## config.mk

```make
export PLATFORM = sky130hd
export DESIGN_NAME = nearest_light_select
export DESIGN_NICKNAME = d
export VERILOG_FILES = /design/src/rtl/core/nls_pkg.sv /design/src/rtl/core/nls_front.sv /design/src/rtl/core/nls_back.sv /design/src/rtl/core/nearest_light_select.sv
export SDC_FILE = /design/constraint.sdc
export NUM_CORES = 2
export LEC_CHECK = 0
export ABC_CLOCK_PERIOD_IN_PS = 25100
export BUFFER_PORTS_ARGS = -buffer_cell sky130_fd_sc_hd__buf_2
export CORE_ASPECT_RATIO = 1.75
export CORE_MARGIN = 4
export CORE_UTILIZATION = 60
export CTS_BUF_LIST = sky130_fd_sc_hd__clkbuf_8
export DETAILED_ROUTE_END_ITERATION = 12
export GPL_TIMING_DRIVEN = 0
export PLACE_DENSITY = 0.82
export RECOVER_POWER = 100
export SLEW_MARGIN = 20
export SYNTH_ARGS = -nofsm -noshare
export SYNTH_HDL_FRONTEND = slang
export SYNTH_HIERARCHICAL = 1
export SYNTH_SLANG_ARGS = --single-unit
export TNS_END_PERCENT = 100
```

## constraint.sdc

```tcl
create_clock -name clk_i -period 25.1 [get_ports clk_i]
set_clock_uncertainty 0.1 [all_clocks]
set_input_delay 3.765 -clock clk_i [delete_from_list [all_inputs] [get_ports clk_i]]
set_output_delay 3.765 -clock clk_i [all_outputs]
set_load 0.005 [all_outputs]
```

## src/rtl/core/nls_pkg.sv

```systemverilog
package nls_pkg;

  localparam int TableDepth   = 4;
  localparam int MaxSelected  = 4;
  localparam int IdxW         = 2;
  localparam int CntW         = 3;
  localparam int DistW        = 34;
  localparam logic [DistW-1:0] RadiusReset = 34'd6553600;

  typedef enum logic [1:0] {
    OpAdd    = 2'd0,
    OpUpdate = 2'd1,
    OpQuery  = 2'd2,
    OpNone   = 2'd3
  } op_e;

  typedef enum logic [1:0] {
    StIdle,
    StDist,
    StSort,
    StEmit
  } back_state_e;

  // one classified request in the queue between front and back
  typedef struct packed {
    op_e          op;
    logic         kind;
    logic [1:0]   index;
    logic [47:0]  pos;
    logic [47:0]  dir;
    logic [47:0]  color;
    logic [15:0]  inten;
    logic [15:0]  cutoff;
  } req_t;

  typedef struct packed {
    logic         kind;
    logic         found;
    logic [1:0]   index;
    logic [2:0]   count;
    logic [33:0]  dsq;
    logic [47:0]  color;
    logic [15:0]  inten;
    logic [47:0]  dir;
    logic [15:0]  cutoff;
    logic         last;
  } res_t;

  // squared difference of two Q8.8 coordinates
  function automatic logic [33:0] sq_diff(input logic [15:0] a, input logic [15:0] b);
    logic signed [16:0] d;
    logic [33:0] p;
    d = $signed({a[15], a}) - $signed({b[15], b});
    p = 34'($signed(d) * $signed(d));
    return p;
  endfunction

endpackage

```

## src/rtl/core/nls_front.sv

```systemverilog
module nls_front
  import nls_pkg::*;
(
  input  logic        clk_i,
  input  logic        rst_ni,
  input  logic        in_valid_i,
  output logic        in_stall_o,
  input  req_t        in_req_i,
  output logic        q_valid_o,
  input  logic        q_pop_i,
  output req_t        q_req_o
);

  // two-entry queue; ops that do nothing are dropped here
  req_t       mem_q [2];
  logic       wp_q, wp_d, rp_q, rp_d;
  logic [1:0] cnt_q, cnt_d;
  logic       push, pop;

  assign in_stall_o = (cnt_q == 2'd2);
  assign pop        = q_pop_i && (cnt_q != 2'd0);
  assign push       = in_valid_i && !in_stall_o && (in_req_i.op != OpNone);
  assign q_valid_o  = (cnt_q != 2'd0);
  assign q_req_o    = mem_q[rp_q];

  always_comb begin
    wp_d  = push ? !wp_q : wp_q;
    rp_d  = pop ? !rp_q : rp_q;
    cnt_d = cnt_q + {1'b0, push} - {1'b0, pop};
  end

  always_ff @(posedge clk_i or negedge rst_ni) begin
    if (!rst_ni) begin
      wp_q  <= 1'b0;
      rp_q  <= 1'b0;
      cnt_q <= 2'd0;
    end else begin
      wp_q  <= wp_d;
      rp_q  <= rp_d;
      cnt_q <= cnt_d;
    end
  end

  always_ff @(posedge clk_i) begin
    if (push) mem_q[wp_q] <= in_req_i;
  end

  a_cnt_max: assert property (@(posedge clk_i) disable iff (!rst_ni) cnt_q <= 2'd2)
    else $error("queue count overflow");
  a_no_ovf: assert property (@(posedge clk_i) disable iff (!rst_ni)
    cnt_q == 2'd2 |-> !push) else $error("push into full queue");
  a_cnt_step: assert property (@(posedge clk_i) disable iff (!rst_ni)
    (push && !pop) |=> cnt_q == $past(cnt_q) + 2'd1) else $error("count step");

endmodule

```

## src/rtl/core/nls_back.sv

```systemverilog
module nls_back
  import nls_pkg::*;
(
  input  logic         clk_i,
  input  logic         rst_ni,
  input  logic [33:0]  radius_i,
  input  logic         q_valid_i,
  output logic         q_pop_o,
  input  req_t         q_req_i,
  output logic         busy_o,
  output logic         out_valid_o,
  input  logic         out_stall_i,
  output res_t         out_res_o
);

  // light tables, flops (4 entries each)
  logic [47:0] ppos_q [TableDepth];
  logic [47:0] pcol_q [TableDepth];
  logic [15:0] pint_q [TableDepth];
  logic [47:0] spos_q [TableDepth];
  logic [47:0] sdir_q [TableDepth];
  logic [47:0] scol_q [TableDepth];
  logic [15:0] sint_q [TableDepth];
  logic [15:0] scut_q [TableDepth];
  logic [CntW-1:0] pcnt_q, scnt_q;

  back_state_e st_q, st_d;
  logic        kind_q;       // kind under work
  logic [47:0] obj_q;
  logic [IdxW-1:0] ent_q;    // entry whose distance is computed
  logic [33:0] dist_q [TableDepth];
  logic [TableDepth-1:0] ok_q;
  logic [IdxW-1:0] ord_q [MaxSelected];
  logic [CntW-1:0] nsel_q, emit_q;

  logic        take;
  logic [CntW-1:0] cnt_sel;
  logic [47:0] epos;
  logic [33:0] dcur;
  logic        have;
  logic [IdxW-1:0] best;
  logic        res_go;
  logic [IdxW-1:0] ix;
  res_t        res;

  assign cnt_sel = kind_q ? scnt_q : pcnt_q;
  assign epos    = kind_q ? spos_q[ent_q] : ppos_q[ent_q];
  assign dcur    = sq_diff(obj_q[47:32], epos[47:32]) + sq_diff(obj_q[31:16], epos[31:16])
                 + sq_diff(obj_q[15:0], epos[15:0]);

  // nearest remaining qualifying entry, lower index on ties
  always_comb begin
    have = 1'b0;
    best = '0;
    for (int i = 0; i < TableDepth; i++) begin
      if (ok_q[i] && (!have || dist_q[i] < dist_q[best])) begin
        best = IdxW'(i);
        have = 1'b1;
      end
    end
  end

  assign take   = (st_q == StIdle) && q_valid_i;
  assign q_pop_o = take;
  assign busy_o  = (st_q != StIdle) || out_valid_o;
  assign res_go  = (st_q == StEmit) && (!out_valid_o || !out_stall_i);

  // next state
  always_comb begin
    st_d = st_q;
    case (st_q)
      StIdle: if (take && q_req_i.op == OpQuery) st_d = StDist;
      StDist: if ({1'b0, ent_q} + 3'd1 >= CntW'(TableDepth)) st_d = StSort;
      StSort: if (!have || nsel_q == CntW'(MaxSelected)) st_d = StEmit;
      StEmit: if (res_go && (emit_q + 3'd1 >= nsel_q || nsel_q == '0)
                  && kind_q) st_d = StIdle;
              else if (res_go && (emit_q + 3'd1 >= nsel_q || nsel_q == '0))
                st_d = StDist;
      default: st_d = StIdle;
    endcase
  end

  // result being emitted
  always_comb begin
    ix = ord_q[emit_q[IdxW-1:0]];
    res = '0;
    res.kind = kind_q;
    if (nsel_q != '0) begin
      res.found  = 1'b1;
      res.index  = ix;
      res.count  = nsel_q;
      res.dsq    = dist_q[ix];
      res.color  = kind_q ? scol_q[ix] : pcol_q[ix];
      res.inten  = kind_q ? sint_q[ix] : pint_q[ix];
      res.dir    = kind_q ? sdir_q[ix] : 48'd0;
      res.cutoff = kind_q ? scut_q[ix] : 16'd0;
    end
    res.last = kind_q && (nsel_q == '0 || emit_q + 3'd1 >= nsel_q);
  end

  always_ff @(posedge clk_i or negedge rst_ni) begin
    if (!rst_ni) begin
      st_q        <= StIdle;
      pcnt_q      <= '0;
      scnt_q      <= '0;
      out_valid_o <= 1'b0;
    end else begin
      st_q <= st_d;
      if (take && q_req_i.op == OpAdd) begin
        if (!q_req_i.kind && pcnt_q < CntW'(TableDepth)) pcnt_q <= pcnt_q + 3'd1;
        if (q_req_i.kind && scnt_q < CntW'(TableDepth)) scnt_q <= scnt_q + 3'd1;
      end
      if (res_go) out_valid_o <= 1'b1;
      else if (!out_stall_i) out_valid_o <= 1'b0;
    end
  end

  always_ff @(posedge clk_i) begin
    if (res_go) begin
      out_res_o <= res;
      emit_q    <= emit_q + 3'd1;
      if (emit_q + 3'd1 >= nsel_q || nsel_q == '0) begin
        kind_q <= 1'b1;
        ent_q  <= '0;
        ok_q   <= '0;
        nsel_q <= '0;
      end
    end
    case (st_q)
      StIdle: begin
        kind_q <= 1'b0;
        obj_q  <= q_req_i.pos;
        ent_q  <= '0;
        ok_q   <= '0;
        nsel_q <= '0;
        if (take && q_req_i.op == OpAdd) begin
          if (!q_req_i.kind && pcnt_q < CntW'(TableDepth)) begin
            ppos_q[pcnt_q[IdxW-1:0]] <= q_req_i.pos;
            pcol_q[pcnt_q[IdxW-1:0]] <= q_req_i.color;
            pint_q[pcnt_q[IdxW-1:0]] <= q_req_i.inten;
          end
          if (q_req_i.kind && scnt_q < CntW'(TableDepth)) begin
            spos_q[scnt_q[IdxW-1:0]] <= q_req_i.pos;
            sdir_q[scnt_q[IdxW-1:0]] <= q_req_i.dir;
            scol_q[scnt_q[IdxW-1:0]] <= q_req_i.color;
            sint_q[scnt_q[IdxW-1:0]] <= q_req_i.inten;
            scut_q[scnt_q[IdxW-1:0]] <= q_req_i.cutoff;
          end
        end
        if (take && q_req_i.op == OpUpdate) begin
          if (!q_req_i.kind && {1'b0, q_req_i.index} < pcnt_q) begin
            pcol_q[q_req_i.index] <= q_req_i.color;
            pint_q[q_req_i.index] <= q_req_i.inten;
          end
          if (q_req_i.kind && {1'b0, q_req_i.index} < scnt_q) begin
            sdir_q[q_req_i.index] <= q_req_i.dir;
            scol_q[q_req_i.index] <= q_req_i.color;
            sint_q[q_req_i.index] <= q_req_i.inten;
            scut_q[q_req_i.index] <= q_req_i.cutoff;
          end
        end
      end
      StDist: begin
        dist_q[ent_q] <= dcur;
        ok_q[ent_q]   <= ({1'b0, ent_q} < cnt_sel) && (dcur <= radius_i);
        ent_q         <= ent_q + 1'b1;
        emit_q        <= '0;
      end
      StSort: begin
        if (have && nsel_q != CntW'(MaxSelected)) begin
          ord_q[nsel_q[IdxW-1:0]] <= best;
          ok_q[best] <= 1'b0;
          nsel_q     <= nsel_q + 3'd1;
        end
      end
      default: ;
    endcase
  end

  a_nsel: assert property (@(posedge clk_i) disable iff (!rst_ni)
    nsel_q <= CntW'(MaxSelected) || st_q == StIdle || st_q == StDist) else $error("nsel");
  a_cnt: assert property (@(posedge clk_i) disable iff (!rst_ni)
    pcnt_q <= CntW'(TableDepth) && scnt_q <= CntW'(TableDepth)) else $error("count");
  a_last: assert property (@(posedge clk_i) disable iff (!rst_ni)
    res_go && res.last |=> st_q == StIdle) else $error("last without idle");

endmodule

```

## src/rtl/core/nearest_light_select.sv

```systemverilog
// channel | dir | handshake          | payload
// in      | in  | in_valid_i/stall_o | operation .. cutoff
// out     | out | out_valid_o/stall_i| result_kind .. last
// cfg     | in  | cfg_valid_i/ready_o| cfg_data_i (radius_squared)
// A query is popped, then for each light kind in turn passes the distance, sort and emit
// states, giving one result per cycle unless the output stalls (at least one result per kind).
// Add/update are applied by the back end in its idle state. A two-entry queue decouples input.
// Reset clears counts and control; table contents are undefined until written.
// Output stall holds the result register and keeps the back end in its emit state.
module nearest_light_select
  import nls_pkg::*;
(
  input  logic         clk_i,
  input  logic         rst_ni,
  input  logic         cfg_valid_i,
  output logic         cfg_ready_o,
  input  logic [33:0]  cfg_data_i,
  input  logic         in_valid_i,
  output logic         in_stall_o,
  input  logic [1:0]   operation_i,
  input  logic         light_kind_i,
  input  logic [1:0]   light_index_i,
  input  logic [15:0]  pos_x_i,
  input  logic [15:0]  pos_y_i,
  input  logic [15:0]  pos_z_i,
  input  logic [47:0]  direction_packed_i,
  input  logic [47:0]  color_packed_i,
  input  logic [15:0]  intensity_i,
  input  logic [15:0]  cutoff_i,
  output logic         out_valid_o,
  input  logic         out_stall_i,
  output logic         result_kind_o,
  output logic         found_o,
  output logic [1:0]   selected_index_o,
  output logic [2:0]   selected_count_o,
  output logic [33:0]  distance_squared_o,
  output logic [47:0]  light_color_o,
  output logic [15:0]  light_intensity_o,
  output logic [47:0]  light_direction_o,
  output logic [15:0]  light_cutoff_o,
  output logic         last_o
);

  logic [33:0] radius_q;
  req_t        in_req, q_req;
  logic        q_valid, q_pop, busy;
  res_t        res;

  assign cfg_ready_o = 1'b1;

  always_ff @(posedge clk_i or negedge rst_ni) begin
    if (!rst_ni) radius_q <= RadiusReset;
    else if (cfg_valid_i && cfg_ready_o) radius_q <= cfg_data_i;
  end

  always_comb begin
    in_req.op     = op_e'(operation_i);
    in_req.kind   = light_kind_i;
    in_req.index  = light_index_i;
    in_req.pos    = {pos_x_i, pos_y_i, pos_z_i};
    in_req.dir    = direction_packed_i;
    in_req.color  = color_packed_i;
    in_req.inten  = intensity_i;
    in_req.cutoff = cutoff_i;
  end

  nls_front u_front (
    .clk_i, .rst_ni, .in_valid_i, .in_stall_o, .in_req_i(in_req),
    .q_valid_o(q_valid), .q_pop_i(q_pop), .q_req_o(q_req)
  );

  nls_back u_back (
    .clk_i, .rst_ni, .radius_i(radius_q), .q_valid_i(q_valid), .q_pop_o(q_pop),
    .q_req_i(q_req), .busy_o(busy), .out_valid_o, .out_stall_i, .out_res_o(res)
  );

  assign result_kind_o      = res.kind;
  assign found_o            = res.found;
  assign selected_index_o   = res.index;
  assign selected_count_o   = res.count;
  assign distance_squared_o = res.dsq;
  assign light_color_o      = res.color;
  assign light_intensity_o  = res.inten;
  assign light_direction_o  = res.dir;
  assign light_cutoff_o     = res.cutoff;
  assign last_o             = res.last;

  a_idle: assert property (@(posedge clk_i) disable iff (!rst_ni)
    out_valid_o |-> busy) else $error("result without busy");
  a_cnt: assert property (@(posedge clk_i) disable iff (!rst_ni)
    out_valid_o && found_o |-> selected_count_o != 3'd0) else $error("found count");
  a_empty: assert property (@(posedge clk_i) disable iff (!rst_ni)
    out_valid_o && !found_o |-> distance_squared_o == '0) else $error("empty result");

endmodule
```

Word-level counts from Yosys, hierarchy flattened
Memory sizes are Yosys's and may differ from the RTL's. A register that Yosys moved wholly into a read port is not among the register bits.
Index checks and enable logic that the tools add are counted.
{ "totals": {"reg_bits": 278, "mem_bits_rw": 1658, "input_bits": 220, "out_inout_bits": 173, "elab_cells": 222, "mem_count": 11} }
{ "classes": {"add_sub_neg": 13, "mul": 3, "magnitude_cmp": 15, "n_eq_ne": 14, "muxes": 83, "bitwise_logic": 2, "n_reduce_logical": 57} }
{ "mem_list": {"columns": ["name", "depth", "width", "read_ports", "rd_ports_with_merged_regs", "wr", "line", "text"], "rows": [
  ["u_front.mem_q", 2, 181, 1, 0, 1, "nls_front.sv:15", "req_t mem_q [2];"],
  ["u_back.pcol_q", 4, 48, 1, 0, 1, "nls_back.sv:18", "logic [47:0] pcol_q [TableDepth];"],
  ["u_back.ppos_q", 4, 48, 1, 1, 1, "nls_back.sv:17", "logic [47:0] ppos_q [TableDepth];"],
  ["u_back.scol_q", 4, 48, 1, 0, 1, "nls_back.sv:22", "logic [47:0] scol_q [TableDepth];"],
  ["u_back.sdir_q", 4, 48, 1, 0, 1, "nls_back.sv:21", "logic [47:0] sdir_q [TableDepth];"],
  ["u_back.spos_q", 4, 48, 1, 1, 1, "nls_back.sv:20", "logic [47:0] spos_q [TableDepth];"],
  ["+5 memories", null, null, null, null, null, null, null]
]} }
{ "ops": {"columns": ["op", "n"], "rows": [
  ["2-to-1 mux 48 bit", 6],
  ["2-to-1 mux 168 bit", 1],
  ["OR reduction 48 bit", 3],
  ["less-than comparator 34 bit", 3],
  ["multiplier 17 x 17 -> 34 bit", 3],
  ["2-to-1 mux 16 bit", 5],
  ["adder 34 bit", 2],
  ["subtractor 16 x 16 -> 17 bit", 3],
  ["OR reduction 16 bit", 3],
  ["2-to-1 mux 1 bit", 38],
  ["2-to-1 mux 2 bit", 19],
  ["<= comparator 34 bit", 1],
  ["logical AND 1 bit", 22],
  ["adder 3 x 1 -> 3 bit (second input constant)", 4],
  ["2-to-1 mux 3 bit", 4],
  ["2-to-1 mux 4 bit", 3],
  ["one-hot mux 4 bit (3 select lines)", 1],
  ["zero test 1 bit", 10],
  ["AND reduction 2 bit", 5],
  ["less-than comparator 2 x 3 -> 1 bit", 3],
  ["nonzero test 3 bit", 3],
  ["== test 2 bit (second input constant)", 4],
  ["one-hot mux 2 bit (4 select lines)", 1],
  ["logical OR 1 bit", 6],
  ["24 further kinds", 34]
]} }

Logic depth before layout (Yosys ltp)
An unclocked memory read counts as a cell.
{ "depth": {"word_depth": 23, "ltp_mapped": 55, "depth_no_buf": 52} }

Hierarchy
Netlist, hierarchy kept.
{ "modules_own_cells": {"columns": ["mod", "n_inst", "cells_per_inst", "area_each_um2", "seq_area_each_um2"], "rows": [
  ["nls_back", 1, 6323, 91905.6, 46049.2],
  ["nls_front", 1, 582, 13389.1, 10970.5],
  ["nearest_light_select", 1, 74, 1432.6, 854.6]
]} }

Worst setup path before layout
No wires, ideal clock.
{ "synth_timing": {"path_type": "flip-flop to flip-flop", "from": "register (tool-made name)", "to": "register u_back.ok_q[2]", "setup_ns": 0.060, "arrival_ns": 13.484, "required_time_ns": 24.940, "slack_ns": 11.456, "stages_incl_launch_ff": 50, "n_path_buf": 5, "synth_period_minus_slack_ns": 13.644, "cell_sequence": "dfxtp_1 clkbuf_1 clkbuf_1 buf_1 mux4_2 mux2i_1 ha_1 a21oi_1 o21ai_1 o41ai_2 o2111ai_1 a31o_1 a21o_1 and2_1 o31a_1 buf_2 buf_2 nor2_1 (+14 left out) o21a_1 o22ai_1 o41ai_2 a41o_1 o21ai_0 nand2b_1 a21oi_1 xnor2_1 ha_1 a211o_1 o211ai_1 a21oi_1 o211a_1 a211oi_1 a22oi_1 nor4b_1 a32o_1 a41o_1"} }
{ "synth_lines": {"columns": ["item", "line", "text"], "rows": [
  ["end signal, assigned by index", "nls_back.sv:165", "ok_q[ent_q] <= ({1'b0, ent_q} < cnt_sel) && (dcur <= radius_i);"],
  ["end, declared", "nls_back.sv:32", "logic [TableDepth-1:0] ok_q;"]
]} }

==> impl_results.md <==
- GRT Util Overall: 0.3264
- TritonCTS Sinks: around 1,900
- Failing checks: capacitance limit, slew limit
- # hold bufs at CTS: 0
- Global route hottest layer: met2
- Status: finished, violations left
- Unrepaired setup endpoints after global routing: false
- Synthesized area: around 110,000 sq um
- Syn nets: 8,539
- Slowest CP cell: o21ai_0
- Global Route met2 Usage: 0.5682
- Initial core utilization: 0.6042
- Detail Placement HPWL: about 220,000 microns
- Inserted Clock Buffers: 272
- Synth warn: 6
- Tcrit/Tclk final: 0.7316
- Reg2Reg Depth: just under 50
- Final Hold Viols: 0
- Type of the worst min-delay path: flip-flop to flip-flop
- Setup TNS: 0 ps
- Average cell area after synthesis: 15.29 sq um
- CP bufs+invs: 10
- Arr. time, crit path: approximately 19,000 ps
- Resized Gates After CTS: 0
- Worst setup EP type: flip-flop
- Total grt overflow: 0
- Max FO, Critical Path: 10
- Area of the multi-input gates: around 43,000 sq um
- Initial antenna violation count: 30
- M3 GR Usage: 0.07209
- Count of input and output buffers: just under 400
- Core ar.: 176,600 sq um
- R2R Setup Slk: ~6700 ps
- Residual DRC count: 0
- Vias in the first global route: ~69,000
- CP max stage delay: around 1300 ps
- CTS Root Cell: clkbuf_8
- First-pass iteration count of the detailed router: 6
- Area Overhead vs Synth: 9.204%
- Crit path time final: 18,360 ps
- CP most frequent cell: fa_1
- RR Endpoint: u_back/ok_q[2]$_DFF_P_
- Hold path start: u_front/cnt_q[1]$_DFF_PN0_
- Row Count: between 200 and 250
- First-pass GRT wire length: around 440,000 microns
- Setup bufs post-CTS: 0
- Post-route antenna net violation count: 0
- DR vias: 62,742
- Wire per inst: approximately 29 microns
- Max Fclk: around 0.054 GHz
- Chip Height: between 500 and 600 microns
- Via/cell ratio: between 6 and 7
- Die area: 184,900 sq um
- Hold EP: u_front/cnt_q[1]$_DFF_PN0_
- GR met1 Demand/Resource: 0.3505
- Worst endpoint required time: 25,790 ps
- Hold path depth: 1
- # nets final: slightly above 9,000
- # Max-Cap Violations: 28
- H-tree Lvls: 5
- WS Path Type: flip-flop to flip-flop
- Fill cells: roughly 12,000
- Chip Width: ~330 microns
- Pins over their slew limit: between 700 and 800
- Share of cells above drive strength 1: 0.1110
- # IOs: just under 400
- Initial drt markers: between 6,000 and 7,000
- Clk Latency, worst-skew pair: about 900 ps
- Largest net degree at the start of global routing: 48
- Reg clk slew, reported paths: about 60 ps
- TritonCTS clock tree: built
- Post-Syn Instances: 6,978
- Sequential standard cell area: between 50,000 and 60,000 sq um
- Startpoint Class: flip-flop
- Worst hold slack: around 400 ps
- Final setup fails: 0
- Placer Congestion: approximately 1
- Worst Tran Pin Value: approximately 3300 ps
- Slew Limit Headroom: -1.196
- Maximum buffer depth of the clock tree: 4
- CP top delay family: adder cells
- Post-Route WL: ~300,000 microns
-- worst max path at each step --
stage | to | slack, ps | cells past startpoint
floorplan | u_back/ok_q[2]$_DFF_P_ | 11460 | 49
global placement | u_back/sdir_q[0][17]$_DFFE_PP_ | 1600 | 7
detailed placement | u_back/ok_q[2]$_DFF_P_ | 7930 | 47
CTS | u_back/ok_q[2]$_DFF_P_ | 7910 | 47
global route | u_back/ok_q[2]$_DFF_P_ | 6120 | 49
finish | u_back/ok_q[2]$_DFF_P_ | 6740 | 49
-- routing by layer --
| layer | share of wire | wire, microns |
|---|---|---|
| met3 | 0.087 | 25830 |
| met1 | 0.31 | 91350 |
| met4 | 0.093 | 27890 |
| met2 | 0.51 | 153000 |
| met5 | 0.00062 | 186 |
-- through the flow --
stage / instances / setup WS, ps / instance area [sq um] / utilization
final: 10342 / 6736 / 116500 / 0.6598
after global routing: 10323 / 6119 / 116500 / 0.6596
after CTS: 10318 / 7905 / 119400 / 0.6757
after detailed placement: 9840 / 7930 / 114300 / 0.6469
after global placement: 9737 / 1598 / 111600 / 0.6320
after floorplan: 6978 / 11460 / 106700 / -
-- worst reg2reg max path: cells and delay by family (launching register included) --
kind | cells | cell delay (ps)
AND/OR/NAND/NOR | 4 | 1220
flip-flops | 1 | 310
buffers and inverters | 10 | 3360
adder cells (fa/ha/maj) | 12 | 5910
multiplexers | 2 | 1000
AO/OA/AOI/OAI | 20 | 5860
XOR/XNOR | 1 | 560
-- flip-flops by register name, indices dropped and copies added (netlist names), 3 cells and up, named ones only --
signal	count
u_front/mem_q	362
u_back/pcol_q	192
u_back/ppos_q	192
u_back/scol_q	192
u_back/sdir_q	192
u_back/spos_q	192
u_back/out_res_o	170
u_back/dist_q	136
u_back/pint_q	64
u_back/scut_q	64
u_back/sint_q	64
u_back/obj_q	48
radius_q	34
u_back/ord_q	8
u_back/ok_q	4
u_back/emit_q	3
u_back/nsel_q	3
u_back/pcnt_q	3
u_back/scnt_q	3
-- cell usage in the layout, fill, tap and decap left out, types with 31 or more instances in the layout --
cell type / count
clkbuf_8: 278
edfxtp_1: 1878
a21o_1: 34
nor2_1: 340
and2_0: 66
o21ai_0: 74
clkinv_1: 85
buf_2: 151
nand3_1: 37
dfrtp_1: 44
mux4_2: 295
a21oi_1: 198
mux2_1: 206
o22ai_1: 36
nand2b_1: 33
a22o_1: 64
fa_1: 934
xor2_1: 31
mux2i_1: 80
inv_1: 1267
xnor2_1: 83
nand2_1: 322
and2_1: 48
ha_1: 407
clkbuf_1: 544
clkinv_2: 32
-- final cells by class --
class,count,area share
Tap cell,2369,0.02543
Clock buffer,278,0.03283
Buffer,223,0.007665
Multi-Input combinational cell,3590,0.3693
Inverter,1225,0.03945
Antenna cell,24,0.0005153
Clock inverter,200,0.01086
Sequential cell,1940,0.4966
Timing Repair Buffer,493,0.01736
Power is not shown: default switching activity piles up to over one toggle a cycle in this logic, so the estimate is an artifact.
